===== src/rtl/core/torus_route_with_mesh_select_core_macros.svh =====
// ----------------------------------------------------------------------------
// Torus route assertion macros
// Short forms for the concurrent checks of the torus route core.
// ----------------------------------------------------------------------------
`ifndef TORUS_ROUTE_WITH_MESH_SELECT_CORE_MACROS_SVH
`define TORUS_ROUTE_WITH_MESH_SELECT_CORE_MACROS_SVH

// Consequent must hold in the same cycle as the antecedent.
`define TRMS_ASSERT_NOW(label, ante, cons, msg) \
  label: assert property (@(posedge clk) disable iff (!rst_n) (ante) |-> (cons)) \
    else $error(msg);

// Consequent must hold in the cycle after the antecedent.
`define TRMS_ASSERT_NEXT(label, ante, cons, msg) \
  label: assert property (@(posedge clk) disable iff (!rst_n) (ante) |=> (cons)) \
    else $error(msg);

`endif


===== src/rtl/core/trms_pkg.sv =====
// ----------------------------------------------------------------------------
// Torus route package
// Widths, register indexes, stage layout and helper functions of the core.
// ----------------------------------------------------------------------------
package trms_pkg;

  localparam int MAX_RING     = 64;
  localparam int NODE_ID_BITS = 20;

  localparam int COORD_W    = 6;
  localparam int RING_W     = 7;
  localparam int OFF_W      = 7;
  localparam int HOP_W      = 7;
  localparam int DIM_W      = 2;
  localparam int LINK_W     = 5;
  localparam int MESH_W     = 2;
  localparam int CFG_ADDR_W = 3;
  localparam int CFG_DATA_W = 7;

  localparam int IN_FIELDS_W  = NODE_ID_BITS + 4 * COORD_W;
  localparam int IN_DATA_W    = ((IN_FIELDS_W + 7) / 8) * 8;
  localparam int OUT_FIELDS_W = 2 * OFF_W + HOP_W + MESH_W;
  localparam int OUT_DATA_W   = ((OUT_FIELDS_W + 7) / 8) * 8;

  localparam logic [CFG_ADDR_W-1:0] REG_DIMENSIONS = CFG_ADDR_W'(0);
  localparam logic [CFG_ADDR_W-1:0] REG_RING_X     = CFG_ADDR_W'(1);
  localparam logic [CFG_ADDR_W-1:0] REG_RING_Y     = CFG_ADDR_W'(2);
  localparam logic [CFG_ADDR_W-1:0] REG_NODES      = CFG_ADDR_W'(3);
  localparam logic [CFG_ADDR_W-1:0] REG_LINKS      = CFG_ADDR_W'(4);

  localparam logic [DIM_W-1:0]  RST_DIMENSIONS = DIM_W'(2);
  localparam logic [RING_W-1:0] RST_RING_X     = RING_W'(8);
  localparam logic [RING_W-1:0] RST_RING_Y     = RING_W'(8);
  localparam logic [RING_W-1:0] RST_NODES      = RING_W'(4);
  localparam logic [LINK_W-1:0] RST_LINKS      = LINK_W'(4);

  localparam int NODE_STEP   = 5;
  localparam int NODE_STAGES = (NODE_ID_BITS + NODE_STEP - 1) / NODE_STEP;
  localparam int DIV_W       = RING_W;
  localparam int DIV_STEP    = 4;

  localparam int ST_IN    = 0;
  localparam int ST_LINK0 = NODE_STAGES + 1;
  localparam int ST_LINK1 = NODE_STAGES + 2;
  localparam int ST_RING  = NODE_STAGES + 3;
  localparam int ST_OUT   = NODE_STAGES + 4;
  localparam int NSTG     = NODE_STAGES + 5;

  localparam int OFF_LIM = MAX_RING / 2;
  localparam int HOP_MIN = 2;
  localparam int HOP_MAX = (1 << HOP_W) - 1;

  typedef logic [RING_W-1:0]        rem_t;
  typedef logic [COORD_W-1:0]       coord_t;
  typedef logic signed [OFF_W-1:0]  off_t;

  typedef struct packed {
    logic [NODE_ID_BITS-1:0] node;
    coord_t                  sx;
    coord_t                  sy;
    coord_t                  dx;
    coord_t                  dy;
    coord_t                  adx;
    coord_t                  ady;
    logic                    negx;
    logic                    negy;
    rem_t                    mnx;
    rem_t                    mny;
    rem_t                    rx;
    rem_t                    ry;
    rem_t                    hx;
    rem_t                    hy;
    rem_t                    rn;
    rem_t                    rp;
    off_t                    ox;
    off_t                    oy;
    logic [MESH_W-1:0]       mesh;
    logic [HOP_W-1:0]        hop;
  } pipe_t;

  typedef struct packed {
    logic mesh;
    off_t off;
  } dim_res_t;

  // One restoring remainder step: shift in a dividend bit, subtract if it fits.
  function automatic rem_t rem_step(rem_t rem, logic b, rem_t dv);
    logic [RING_W:0] t;
    t = {rem, b};
    if (t >= {1'b0, dv}) begin
      t = t - {1'b0, dv};
    end
    return t[RING_W-1:0];
  endfunction

  function automatic rem_t ring_clamp(rem_t r);
    rem_t v;
    v = r;
    if (r == '0) begin
      v = RING_W'(1);
    end else if (int'(r) > MAX_RING) begin
      v = RING_W'(MAX_RING);
    end
    return v;
  endfunction

  // Final offset and mesh bit of one ring from the two remainders.
  function automatic dim_res_t ring_final(coord_t s, coord_t ad, logic neg, rem_t m,
                                          rem_t h, rem_t n, logic tie);
    rem_t                   r;
    logic [RING_W:0]        r2;
    logic [RING_W:0]        n1;
    logic signed [RING_W+1:0] off;
    logic signed [RING_W+1:0] e;
    logic [RING_W+1:0]      sum;
    logic                   wrap;
    logic                   same;
    dim_res_t               res;
    r = (m == '0) ? '0 : (neg ? (n - m) : m);
    r2 = {r, 1'b0};
    n1 = {1'b0, n};
    if ((r2 > n1) || ((r2 == n1) && tie)) begin
      off = $signed({2'b00, r}) - $signed({2'b00, n});
    end else begin
      off = $signed({2'b00, r});
    end
    e = $signed({3'b000, s}) + off;
    wrap = e[RING_W+1] || (e >= $signed({2'b00, n}));
    sum = {2'b00, h} + {2'b00, ad, 1'b0};
    same = sum < {2'b00, n};
    res.mesh = wrap ? 1'b1 : (same ? tie : 1'b0);
    res.off = off[OFF_W-1:0];
    return res;
  endfunction

endpackage


===== src/rtl/core/torus_route_with_mesh_select_core.sv =====
// ----------------------------------------------------------------------------
// Torus route with mesh select core
// Minimal dimension-order route for a 1D or 2D torus. The core takes one word
// per cycle while the output does not stall and returns one word per input, in
// order. The pipeline holds the input register, the pipelined remainder unit
// that reduces the node number by the nodes per switch (five bits per stage),
// followed by the two-stage reduction by the parallel link count, one stage
// for the ring offsets and mesh bits and one for the hop count. Ring remainders
// run alongside the node reduction. A stall on the output holds the whole
// pipeline. Configuration must be written only while no word is in flight;
// the core itself does not enforce this.
// ----------------------------------------------------------------------------
module torus_route_with_mesh_select_core (
  input  logic                                 clk,
  input  logic                                 rst_n,
  input  logic                                 cfg_wr_en,
  input  logic [trms_pkg::CFG_ADDR_W-1:0]      cfg_addr,
  input  logic [trms_pkg::CFG_DATA_W-1:0]      cfg_wdata,
  input  logic                                 in_tvalid,
  output logic                                 in_tready,
  // source_node[19:0], src_x[25:20], src_y[31:26], dst_x[37:32], dst_y[43:38]
  input  logic [trms_pkg::IN_DATA_W-1:0]       in_tdata,
  output logic                                 out_tvalid,
  input  logic                                 out_tready,
  // offset_x[6:0], offset_y[13:7], hop_count[20:14], mesh_select[22:21]
  output logic [trms_pkg::OUT_DATA_W-1:0]      out_tdata
);
  import trms_pkg::*;

  logic [DIM_W-1:0]  dims_r;
  rem_t              ring_x_r;
  rem_t              ring_y_r;
  rem_t              nodes_r;
  logic [LINK_W-1:0] links_r;

  rem_t nx;
  rem_t ny;
  rem_t nps;
  rem_t lpd;
  logic two_d;
  logic adv;

  logic  [NSTG-1:0] vld_r;
  pipe_t            stg_r   [NSTG];
  pipe_t            stg_nxt [NSTG];

  coord_t   in_sx;
  coord_t   in_sy;
  coord_t   in_dx;
  coord_t   in_dy;
  dim_res_t res_x;
  dim_res_t res_y;

  always_ff @(posedge clk) begin
    if (!rst_n) begin
      dims_r   <= RST_DIMENSIONS;
      ring_x_r <= RST_RING_X;
      ring_y_r <= RST_RING_Y;
      nodes_r  <= RST_NODES;
      links_r  <= RST_LINKS;
    end else if (cfg_wr_en) begin
      case (cfg_addr)
        REG_DIMENSIONS: dims_r   <= cfg_wdata[DIM_W-1:0];
        REG_RING_X:     ring_x_r <= cfg_wdata[RING_W-1:0];
        REG_RING_Y:     ring_y_r <= cfg_wdata[RING_W-1:0];
        REG_NODES:      nodes_r  <= cfg_wdata[RING_W-1:0];
        REG_LINKS:      links_r  <= cfg_wdata[LINK_W-1:0];
        default: ;
      endcase
    end
  end

  assign nx    = ring_clamp(ring_x_r);
  assign ny    = ring_clamp(ring_y_r);
  assign nps   = (nodes_r == '0) ? RING_W'(1) : nodes_r;
  assign lpd   = (links_r == '0) ? RING_W'(1) : {{(RING_W-LINK_W){1'b0}}, links_r};
  assign two_d = dims_r[1];

  assign adv       = !vld_r[NSTG-1] || out_tready;
  assign in_tready = adv;

  assign in_sx = in_tdata[NODE_ID_BITS +: COORD_W];
  assign in_sy = in_tdata[NODE_ID_BITS + COORD_W +: COORD_W];
  assign in_dx = in_tdata[NODE_ID_BITS + 2 * COORD_W +: COORD_W];
  assign in_dy = in_tdata[NODE_ID_BITS + 3 * COORD_W +: COORD_W];

  assign res_x = ring_final(stg_r[ST_RING-1].sx, stg_r[ST_RING-1].adx,
                            stg_r[ST_RING-1].negx, stg_r[ST_RING-1].rx,
                            stg_r[ST_RING-1].hx, nx, stg_r[ST_RING-1].rp[0]);
  assign res_y = ring_final(stg_r[ST_RING-1].sy, stg_r[ST_RING-1].ady,
                            stg_r[ST_RING-1].negy, stg_r[ST_RING-1].ry,
                            stg_r[ST_RING-1].hy, ny, stg_r[ST_RING-1].rp[1]);

  always_comb begin
    int               idx;
    logic [OFF_W:0]   ax;
    logic [OFF_W:0]   ay;
    logic [OFF_W+1:0] hsum;
    rem_t             adx_w;
    rem_t             ady_w;
    pipe_t            p;

    p        = '0;
    p.node   = in_tdata[NODE_ID_BITS-1:0];
    p.sx     = in_sx;
    p.sy     = in_sy;
    p.dx     = in_dx;
    p.dy     = in_dy;
    p.negx   = in_dx < in_sx;
    p.negy   = in_dy < in_sy;
    p.adx    = p.negx ? (in_sx - in_dx) : (in_dx - in_sx);
    p.ady    = p.negy ? (in_sy - in_dy) : (in_dy - in_sy);
    p.mnx    = {(p.negx ? in_dx : in_sx), 1'b0};
    p.mny    = {(p.negy ? in_dy : in_sy), 1'b0};
    stg_nxt[ST_IN] = p;

    for (int k = 1; k < NSTG; k++) begin
      p = stg_r[k-1];
      if (k <= NODE_STAGES) begin
        for (int j = 0; j < NODE_STEP; j++) begin
          idx = NODE_ID_BITS - 1 - ((k - 1) * NODE_STEP + j);
          if (idx >= 0) begin
            p.rn = rem_step(p.rn, p.node[idx], nps);
          end
        end
      end
      if (k <= 2) begin
        adx_w = RING_W'(p.adx);
        ady_w = RING_W'(p.ady);
        for (int j = 0; j < DIV_STEP; j++) begin
          idx = DIV_W - 1 - ((k - 1) * DIV_STEP + j);
          if (idx >= 0) begin
            p.rx = rem_step(p.rx, adx_w[idx], nx);
            p.ry = rem_step(p.ry, ady_w[idx], ny);
            p.hx = rem_step(p.hx, p.mnx[idx], nx);
            p.hy = rem_step(p.hy, p.mny[idx], ny);
          end
        end
      end
      if (k == ST_LINK0 || k == ST_LINK1) begin
        for (int j = 0; j < DIV_STEP; j++) begin
          idx = DIV_W - 1 - ((k - ST_LINK0) * DIV_STEP + j);
          if (idx >= 0) begin
            p.rp = rem_step(p.rp, p.rn[idx], lpd);
          end
        end
      end
      if (k == ST_RING) begin
        p.ox   = res_x.off;
        p.oy   = two_d ? res_y.off : '0;
        p.mesh = {two_d & res_y.mesh, res_x.mesh};
      end
      if (k == ST_OUT) begin
        ax   = p.ox[OFF_W-1] ? -{p.ox[OFF_W-1], p.ox} : {1'b0, p.ox};
        ay   = p.oy[OFF_W-1] ? -{p.oy[OFF_W-1], p.oy} : {1'b0, p.oy};
        hsum = (OFF_W+2)'(HOP_MIN) + {1'b0, ax} + {1'b0, ay};
        p.hop = (hsum > (OFF_W+2)'(HOP_MAX)) ? HOP_W'(HOP_MAX) : hsum[HOP_W-1:0];
      end
      stg_nxt[k] = p;
    end
  end

  always_ff @(posedge clk) begin
    if (!rst_n) begin
      vld_r <= '0;
    end else if (adv) begin
      vld_r <= {vld_r[NSTG-2:0], in_tvalid};
    end
  end

  always_ff @(posedge clk) begin
    if (adv) begin
      for (int k = 0; k < NSTG; k++) begin
        stg_r[k] <= stg_nxt[k];
      end
    end
  end

  assign out_tvalid = vld_r[NSTG-1];
  assign out_tdata  = {{(OUT_DATA_W-OUT_FIELDS_W){1'b0}}, stg_r[ST_OUT].mesh,
                       stg_r[ST_OUT].hop, stg_r[ST_OUT].oy, stg_r[ST_OUT].ox};

`include "torus_route_with_mesh_select_core_macros.svh"

  `TRMS_ASSERT_NOW(a_one_dim_y_idle, out_tvalid && !dims_r[1], (stg_r[ST_OUT].oy == '0) && !stg_r[ST_OUT].mesh[1], "1D route has Y offset or Y mesh bit")
  `TRMS_ASSERT_NOW(a_hop_floor, out_tvalid, int'(stg_r[ST_OUT].hop) >= HOP_MIN, "hop count below injection plus ejection")
  `TRMS_ASSERT_NOW(a_offset_x_range, out_tvalid, (int'(stg_r[ST_OUT].ox) >= -OFF_LIM) && (int'(stg_r[ST_OUT].ox) <= OFF_LIM), "X offset not minimal")
  `TRMS_ASSERT_NEXT(a_pipe_advance, vld_r[0] && adv, vld_r[1], "word lost between first stages")

endmodule


===== config.mk =====
export PLATFORM = sky130hd
export DESIGN_NAME = torus_route_with_mesh_select_core
export DESIGN_NICKNAME = d
export VERILOG_FILES = /design/src/rtl/core/trms_pkg.sv /design/src/rtl/core/torus_route_with_mesh_select_core.sv
export VERILOG_INCLUDE_DIRS = /design/src /design/src/rtl/core
export SDC_FILE = /design/constraint.sdc
export NUM_CORES = 1
export LEC_CHECK = 0
export BUFFER_PORTS_ARGS = -buffer_cell sky130_fd_sc_hd__buf_2
export CAP_MARGIN = 20
export CORE_ASPECT_RATIO = 0.9
export CORE_UTILIZATION = 50
export CTS_CLUSTER_DIAMETER = 200
export DETAILED_ROUTE_END_ITERATION = 8
export PLACE_DENSITY = 0.66
export SLEW_MARGIN = 10
export SYNTH_ARGS = -nofsm -noshare
export SYNTH_HDL_FRONTEND = slang
export SYNTH_SLANG_ARGS = --single-unit

===== constraint.sdc =====
create_clock -name clk -period 18.3 [get_ports clk]
set_input_delay 3.66 -clock clk [delete_from_list [all_inputs] [get_ports clk]]
set_output_delay 3.66 -clock clk [all_outputs]
set_load 0.005 [all_outputs]

Yosys cells after proc, flatten, opt, wreduce, memory -nomap -nowiden
Memory sizes are Yosys's and may differ from the RTL's.
Index checks and enable logic that the tools add are counted.
{"block": "op_classes", "addsub": 71, "mul": 0, "div": 0, "magnitude_cmp": 66, "eq_ne": 6, "shifts": 0, "mux": 81, "bitwise": 1, "reduce_logical": 20}
{"op": "7-bit 2-to-1 mux", "count": 66}
{"op": "8-bit by 7-bit >= comparator with 1-bit output", "count": 48}
{"op": "7-bit subtractor", "count": 50}
{"op": "8-bit by 5-bit >= comparator with 1-bit output", "count": 7}
{"op": "7-bit by 5-bit subtractor with 7-bit output", "count": 7}
{"op": "7-bit logical NOT", "count": 5}
{"op": "6-bit 2-to-1 mux", "count": 4}
{"op": "6-bit subtractor", "count": 4}
{"op": "7-bit by 9-bit adder with 9-bit output", "count": 2}
{"op": "9-bit by 8-bit >= comparator with 1-bit output", "count": 2}
{"op": "9-bit 2-to-1 mux", "count": 2}
{"op": "7-bit by 7-bit adder with 8-bit output", "count": 2}
{"op": "8-bit by 7-bit == test with 1-bit output", "count": 2}
{"op": "8-bit by 7-bit greater-than comparator with 1-bit output", "count": 2}
{"op": "8-bit by 7-bit less-than comparator with 1-bit output", "count": 2}
{"op": "8-bit 2-to-1 mux", "count": 2}
{"op": "8-bit negation", "count": 2}
{"op": "7-bit by 7-bit subtractor with 8-bit output", "count": 2}
{"op": "7-bit greater-than comparator (second input constant)", "count": 2}
{"op": "6-bit less-than comparator", "count": 2}
{"op": "2-bit AND reduction", "count": 5}
{"op": "2-bit by 8-bit adder with 9-bit output (first input constant)", "count": 1}
{"op": "9-bit by 8-bit adder with 9-bit output", "count": 1}
{"op": "9-bit by 7-bit greater-than comparator with 1-bit output (second input constant)", "count": 1}
{"op": "11 further kinds", "count": 22}
{"block": "word_totals", "ff_bits": 37, "latch_bits": 0, "mem_bits_rw": 1233, "romBits": 0, "input_bits": 63, "output_inout_bits": 26, "word_cells": 252, "n_memories": 1}
{"memory": "stg_r", "words": 9, "word_bits": 137, "read_ports": 9, "rd_ports_with_merged_regs": 0, "wr": 9, "line_no": "torus_route_with_mesh_select_core.sv:44", "rtl": "pipe_t stg_r [NSTG];"}

Longest topological paths before layout
Gate-level depths: netlist of run 1.
{"block": "depth", "word_depth": 15, "depth_mapped": 49, "ltp_nobuf": 48}

Least setup slack after synthesis of run 1
Ideal clock, no wire load.
{"block": "synth_timing", "path_type": "input port to flip-flop", "startpoint": "input out_tready", "endpoint": "memory stg_r[0][105] in the netlist's numbering, enable pin", "setup_ns": 3.983, "arrival_time_ns": 13.162, "t_required_ns": 14.317, "setup_slack_ns": 1.154, "stages": 3, "path_buffers": 1, "path_cell_list": "nor2b_1 clkbuf_1 clkinv_1"}
{"item": "start, declared", "line_no": "torus_route_with_mesh_select_core.sv:24", "rtl": "input logic out_tready,"}
{"item": "end, declared", "line_no": "torus_route_with_mesh_select_core.sv:44"}

==> flow_summary.rst, run 1 <==
.. list-table::
   :header-rows: 1

   * - Metric
     - Value
   * - Syn_area_per_cell
     - approximately 11 sq um
   * - Initial core utilization
     - 0.508
   * - Worst path setup slack after routing
     - ~5.9 ns
   * - Register area share after synthesis
     - 0.409
   * - Max-Slew Margin vs Limit
     - 0.325
   * - Wire length per cell after detailed routing
     - roughly 17 um
   * - Leading cell types by count after synthesis
     - edfxtp_1, ha_1, inv_1
   * - Root buffer cell
     - clkbuf_16
   * - Average via count per standard cell
     - between 5 and 6
   * - Vias in the first global route
     - between 20000 and 25000
   * - Proportion of layout cells with a drive suffix above 1
     - 0.103
   * - Detailed router's first-iteration violation count
     - 1718
   * - Cell with the largest stage delay on the worst path
     - or4_1
   * - Most area-consuming cells after synthesis
     - edfxtp_1, ha_1, xnor2_1
   * - Area of the die
     - 77300 sq um
   * - Half-perimeter wire length of the detailed placement result
     - a little under 60 mm
   * - Die span in x
     - 293 um
   * - Via total after detailed routing
     - between 20000 and 30000
   * - Post-Place Worst Slack
     - 5.97 ns
   * - Gr ovfl total
     - 0
   * - Number of instances resized during post-cts repair
     - 0
   * - Cells after Synth
     - roughly 3500
   * - Number of standard cells in the layout, taps in and fillers out
     - ~4700
   * - Count of yosys warnings during synthesis
     - 0
   * - Critical path class
     - flop to flop
   * - Maximum buffer depth of the clock tree
     - 3
   * - Register bit total from synthesis
     - approximately 530
   * - Number of flops mapped to enable cells by yosys
     - roughly 500
   * - Distinct cell type count after synthesis
     - 91
   * - Setup-failing EPs final
     - 0
   * - Post-CTS setup buffer count
     - 0
   * - Cell area after technology mapping
     - between 30000 and 40000 sq um
   * - CP Data Arrival Time
     - 12.79 ns
   * - Setup repair after global routing missed its margin
     - no
   * - Most numerous cell in the Yosys netlist
     - edfxtp_1
   * - Fraction of registers with async set/reset
     - 0
   * - Fmax
     - approximately 80 MHz
   * - Dominant synthesized flop cell
     - edfxtp_1
   * - CTS Sinks
     - ~530
   * - Worst-skew pair later-pin latency
     - roughly 0.66 ns
   * - Clock edge transition at the registers on the reported setup and hold paths
     - 0.06 ns
   * - Setup TNS after final layout
     - 0 ns
   * - Layout overhead on the synthesized area
     - 9.80%
   * - Height of the die
     - 264 um
   * - Outcome
     - finished clean
   * - Worst hold path type
     - flop to flop
   * - Number of iterations in the first detailed-routing pass
     - 5
   * - First-pass GRT wire length
     - approximately 130 mm
   * - Total track usage
     - 0.207
   * - Number of port buffers
     - a little over 80
   * - Slew of the pin with the lowest slew margin
     - slightly above 1 ns
   * - Number of buffers added by the clock tree synthesis step
     - 58
   * - Delay-heaviest family, CP
     - compound AO/OA/AOI/OAI gates
   * - Post-detailed-route count of antenna-violating nets
     - 0
   * - Biggest fanout along the worst timing path
     - 20
   * - Final critical-path required period
     - between 10 and 15 ns
   * - Site row count
     - 95
   * - Final number of max-transition violations
     - 0
   * - Largest clock skew in the final design
     - 0.0564 ns
   * - Worst Path Buf+Inv
     - 4
   * - Total instance count after detailed placement
     - between 4000 and 5000
   * - Delay of the slowest cell on the worst path
     - between 0.5 and 0.6 ns
   * - Worst path required time
     - 18.66 ns
   * - CP Capture Type
     - flop
   * - Pin count of the biggest net entering global routing
     - 153
   * - Routability cong.
     - 0.880
   * - Proportion of netlist area held by the largest area contributor
     - 0.390
   * - Post-synth top area cell
     - edfxtp_1
   * - Max Cap Violations
     - 0
   * - Type of element launching the critical path
     - flop
   * - DRC violations left
     - 0
   * - Wirelength, routed
     - between 70 and 80 mm
   * - Maximum level of the CTS H-tree
     - 2
   * - Hold bufs inserted after CTS
     - 0
   * - Area inside the core boundary
     - 75000 sq um
   * - Period Utilization, post-route
     - 0.679
   * - Final hold vios
     - 0
   * - Number of placed I/O pins
     - 89
   * - Dominant cell type by count on the critical path
     - o21ai_0
   * - CTS tree
     - built
   * - Antenna violations before repair
     - 2
   * - # nets final
     - roughly 4200
-- cell type report --
cell class	instances	area [sq um]
antenna	1	2.50
clock buffer	69	1580
clock inverter	41	509
fill	6348	33200
inverter	324	1220
multi-input combinational	2614	21000
sequential	531	15600
tap	1018	1270
timing repair buffer	118	686
-- cell families after synthesis --
kind of cell | after synthesis | share of synthesized area
xor+xnor | 236 | 0.0543
buf+inv | 384 | 0.0409
other cells | 1 | 0.0000985
fa+ha+maj | 530 | 0.186
mux | 213 | 0.0604
simple gates | 769 | 0.101
flops | 531 | 0.409
compound gates | 860 | 0.148
-- sequential cells by signal, indices dropped and copies added (netlist names) --
name / count
vld_r: 9
ring_x_r: 7
links_r: 5
dims_r: 1
nodes_r: 7
stg_r: 495
ring_y_r: 7
-- placed cells by master (no fill, tap or decap), types with 11 or more instances in the layout --
cell type	n
mux2i_1	91
nand2b_1	50
xnor2_1	161
or2_2	12
inv_1	322
a31oi_1	13
and2_1	17
ha_1	468
nand4_1	35
clkbuf_16	60
a21o_1	140
o211ai_1	12
buf_4	32
a211oi_1	24
nand3_1	37
and3_1	20
o21bai_1	40
a21boi_0	33
fa_1	62
nand2_1	216
nor2b_1	98
o31ai_1	13
a21oi_1	216
mux2_2	118
dfxtp_1	36
xor2_1	75
nor3_1	32
o21ai_0	196
o21a_1	43
o31a_1	14
edfxtp_1	495
a221o_1	18
or3_1	11
buf_2	84
nor2_1	179
-- final timing paths --
path	to	slack, ns	start	cells after the start
max	stg_r[0][444]	5.87	nodes_r[6]	46
min	stg_r[0][522]	0.39	stg_r[0][385]	0
max reg2reg	stg_r[0][444]	5.87	nodes_r[6]	46
min reg2reg	stg_r[0][522]	0.39	stg_r[0][385]	0
-- metal layers --
layer | vias up | global-route usage | part of all wire
met1 | 12300 | 0.307 | 0.50
li1 | 13200 | - | -
met2 | 521 | 0.323 | 0.44
met3 | 97 | 0.0227 | 0.042
met5 | - | 0 | 0
met4 | 0 | 0.0491 | 0.019
-- metrics by stage --
step,utilization,instance area [sq um],hold WS [ns]
6_report,0.558,41800,0.388
3_3_place_gp,0.530,39700,0.400
2_1_floorplan,-,38100,0.400
4_1_cts,0.557,41800,0.386
3_5_place_dp,0.530,39700,0.405
5_1_grt,0.558,41800,0.407
Power of run 1 is left out: the tool's default activity adds up to more than one toggle a clock period on the data nets, which glitch-free logic cannot reach.
==> run 2: changes to the inputs <==
--- a/config.mk
+++ b/config.mk
@@ -12,7 +12,7 @@
 export CORE_UTILIZATION = 50
 export CTS_CLUSTER_DIAMETER = 200
 export DETAILED_ROUTE_END_ITERATION = 8
-export PLACE_DENSITY = 0.66
+export PLACE_DENSITY = 0.69
 export SLEW_MARGIN = 10
 export SYNTH_ARGS = -nofsm -noshare
 export SYNTH_HDL_FRONTEND = slang
==> constraint.sdc (replaced) <==
create_clock -name clk -period 10.4 [get_ports clk]
set_input_delay 2.08 -clock clk [delete_from_list [all_inputs] [get_ports clk]]
set_output_delay 2.08 -clock clk [all_outputs]
set_load 0.005 [all_outputs]
==> run 2 against run 1 <==
Worst hold slack improved by 0.016 ns. Critical endpoint is now stg_r[0][173]. Sequential cell count did not move. Utilization rose by 1.5 points. Critical path depth fell by 4.
==> flow_summary.rst, run 2 (synthesized netlist as in run 1, its figures left out) <==
.. list-table::
   :header-rows: 1

   * - Metric
     - Value
   * - Dominant cell type by count on the critical path
     - ha_1
   * - Number of buffers added by the clock tree synthesis step
     - 57
   * - Period Utilization, post-route
     - 0.959
   * - Area inside the core boundary
     - ~75000 sq um
   * - Proportion of layout cells with a drive suffix above 1
     - 0.141
   * - CP Capture Type
     - flop
   * - Largest registers ranked by flip-flop count
     - stg_r: 495 flops, vld_r: 9 flops
   * - Die span in x
     - 293 um
   * - Outcome
     - finished clean
   * - DRC violations left
     - 0
   * - Pin count of the biggest net entering global routing
     - roughly 210
   * - Detailed router's first-iteration violation count
     - between 1500 and 2000
   * - Delay of the slowest cell on the worst path
     - 0.56 ns
   * - Type of element launching the critical path
     - flop
   * - Number of placed I/O pins
     - 89
   * - Site row count
     - between 90 and 100
   * - Setup-failing EPs final
     - 0
   * - Area of the die
     - between 70000 and 80000 sq um
   * - Worst hold path type
     - flop to flop
   * - Commonest non-fill, non-tap cell in the layout
     - edfxtp_1
   * - Antenna diode instance count
     - 0
   * - CTS Sinks
     - 531
   * - Wirelength, routed
     - 82.4 mm
   * - Initial core utilization
     - 0.508
   * - Wire length per cell after detailed routing
     - 17.2 um
   * - Cell with the largest stage delay on the worst path
     - or4_4
   * - Routability cong.
     - around 0.9
   * - Clock edge transition at the registers on the reported setup and hold paths
     - ~0.06 ns
   * - Maximum level of the CTS H-tree
     - 2
   * - Height of the die
     - between 200 and 300 um
   * - Layout overhead on the synthesized area
     - 12.7%
   * - Largest register by flop count
     - stg_r
   * - # nets final
     - between 4000 and 5000
   * - Number of iterations in the first detailed-routing pass
     - 5
   * - Via total after detailed routing
     - between 20000 and 30000
   * - Max-Slew Margin vs Limit
     - 0.244
   * - First-pass GRT wire length
     - 130 mm
   * - Final number of max-transition violations
     - 0
   * - Vias in the first global route
     - approximately 25000
   * - CP Data Arrival Time
     - about 10 ns
   * - Worst path setup slack after routing
     - around 0.42 ns
   * - Highest-count cells in the layout ignoring fill and taps
     - edfxtp_1, ha_1, inv_1
   * - Max Cap Violations
     - 0
   * - Post-detailed-route count of antenna-violating nets
     - 0
   * - Half-perimeter wire length of the detailed placement result
     - around 60 mm
   * - Final hold vios
     - 0
   * - Total track usage
     - 0.208
   * - Average via count per standard cell
     - about 5.6
   * - Antenna violations before repair
     - 1
   * - Root buffer cell
     - clkbuf_16
   * - Maximum buffer depth of the clock tree
     - 3
   * - Critical path class
     - flop to flop
   * - Number of port buffers
     - 83
   * - Gr ovfl total
     - 0
   * - Biggest fanout along the worst timing path
     - 8
   * - Worst path required time
     - between 10 and 15 ns
   * - Slew of the pin with the lowest slew margin
     - ~1.1 ns
   * - Worst-skew pair later-pin latency
     - ~0.65 ns
   * - Final critical-path required period
     - 9.98 ns
   * - Post-Place Worst Slack
     - -0.214 ns
   * - CTS tree
     - built
   * - Largest clock skew in the final design
     - 0.0422 ns
   * - Number of flip-flops in the largest register
     - approximately 500
   * - Fmax
     - around 100 MHz
   * - Fill cell instance count of the final layout
     - 6260
[run 2: changes by cell type in the layout (fill, tap and decap cells not counted), sizes merged]
cell and delta:
diode -1, bufinv +3, clkinv +4, buf +92
clkbuf -8, inv -6, clkinvlp +1
[run 2: layout make-up]
class | count | area [sq um] | share of cell area
Timing Repair Buffer | 209 | 1400 | 0.0327
Inverter | 324 | 1230 | 0.0287
Tap cell | 1018 | 1270 | 0.0297
Sequential cell | 531 | 15600 | 0.363
Multi-Input combinational cell | 2614 | 21400 | 0.499
Clock inverter | 43 | 559 | 0.0130
Clock buffer | 62 | 1450 | 0.0337
[run 2: what timing repair did]
action                                  4_1_cts  5_1_grt
pin swaps                                     6       26
hold buffers                                  0        0
endpoints found under the setup margin       20       28
gates cloned                                  0        1
hold endpoints to repair                      0        0
setup buffers                                 1       13
gates resized for setup                      20       78
[run 2: metal layers]
layer,up-vias,global-route usage,part of all wire
li1,13400,-,-
met5,-,0,0
met1,12700,0.307,0.49
met4,0,0.0508,0.019
met3,113,0.0240,0.048
met2,542,0.325,0.44
[run 2: final timing paths]
| kind | start | to | slack (ns) | cells past startpoint |
|---|---|---|---|---|
| hold / removal | stg_r[0][610] | stg_r[0][747] | 0.40 | 0 |
| setup reg to reg | nodes_r[6] | stg_r[0][173] | 0.42 | 42 |
| hold reg to reg | stg_r[0][610] | stg_r[0][747] | 0.40 | 0 |
| setup / recovery | nodes_r[6] | stg_r[0][173] | 0.42 | 42 |
[run 2: worst max-delay path: cells and delay by family, from the launching register on]
family	cells	cell delay (ns)
AO/OA/AOI/OAI	21	4.43
adder cells (fa/ha/maj)	6	1.86
buffers and inverters	5	0.63
flip-flops	1	0.31
multiplexers	4	1.16
AND/OR/NAND/NOR	6	1.29
[run 2: through the flow]
step / std cells / TNS, ns / utilization / area (sq um) / hold slack, ns
finish: 4801 / 0 / 0.572 / 42900 / 0.404
CTS: 4786 / 0 / 0.566 / 42400 / 0.406
floorplan: 3529 / 0 / - / 38100 / 0.400
detailed placement: 4680 / -3.06 / 0.538 / 40400 / 0.405
global placement: 4680 / -0.879 / 0.538 / 40400 / 0.400
global route: 4801 / -0.568 / 0.572 / 42900 / 0.416
Power of run 2 is left out for the same reason.
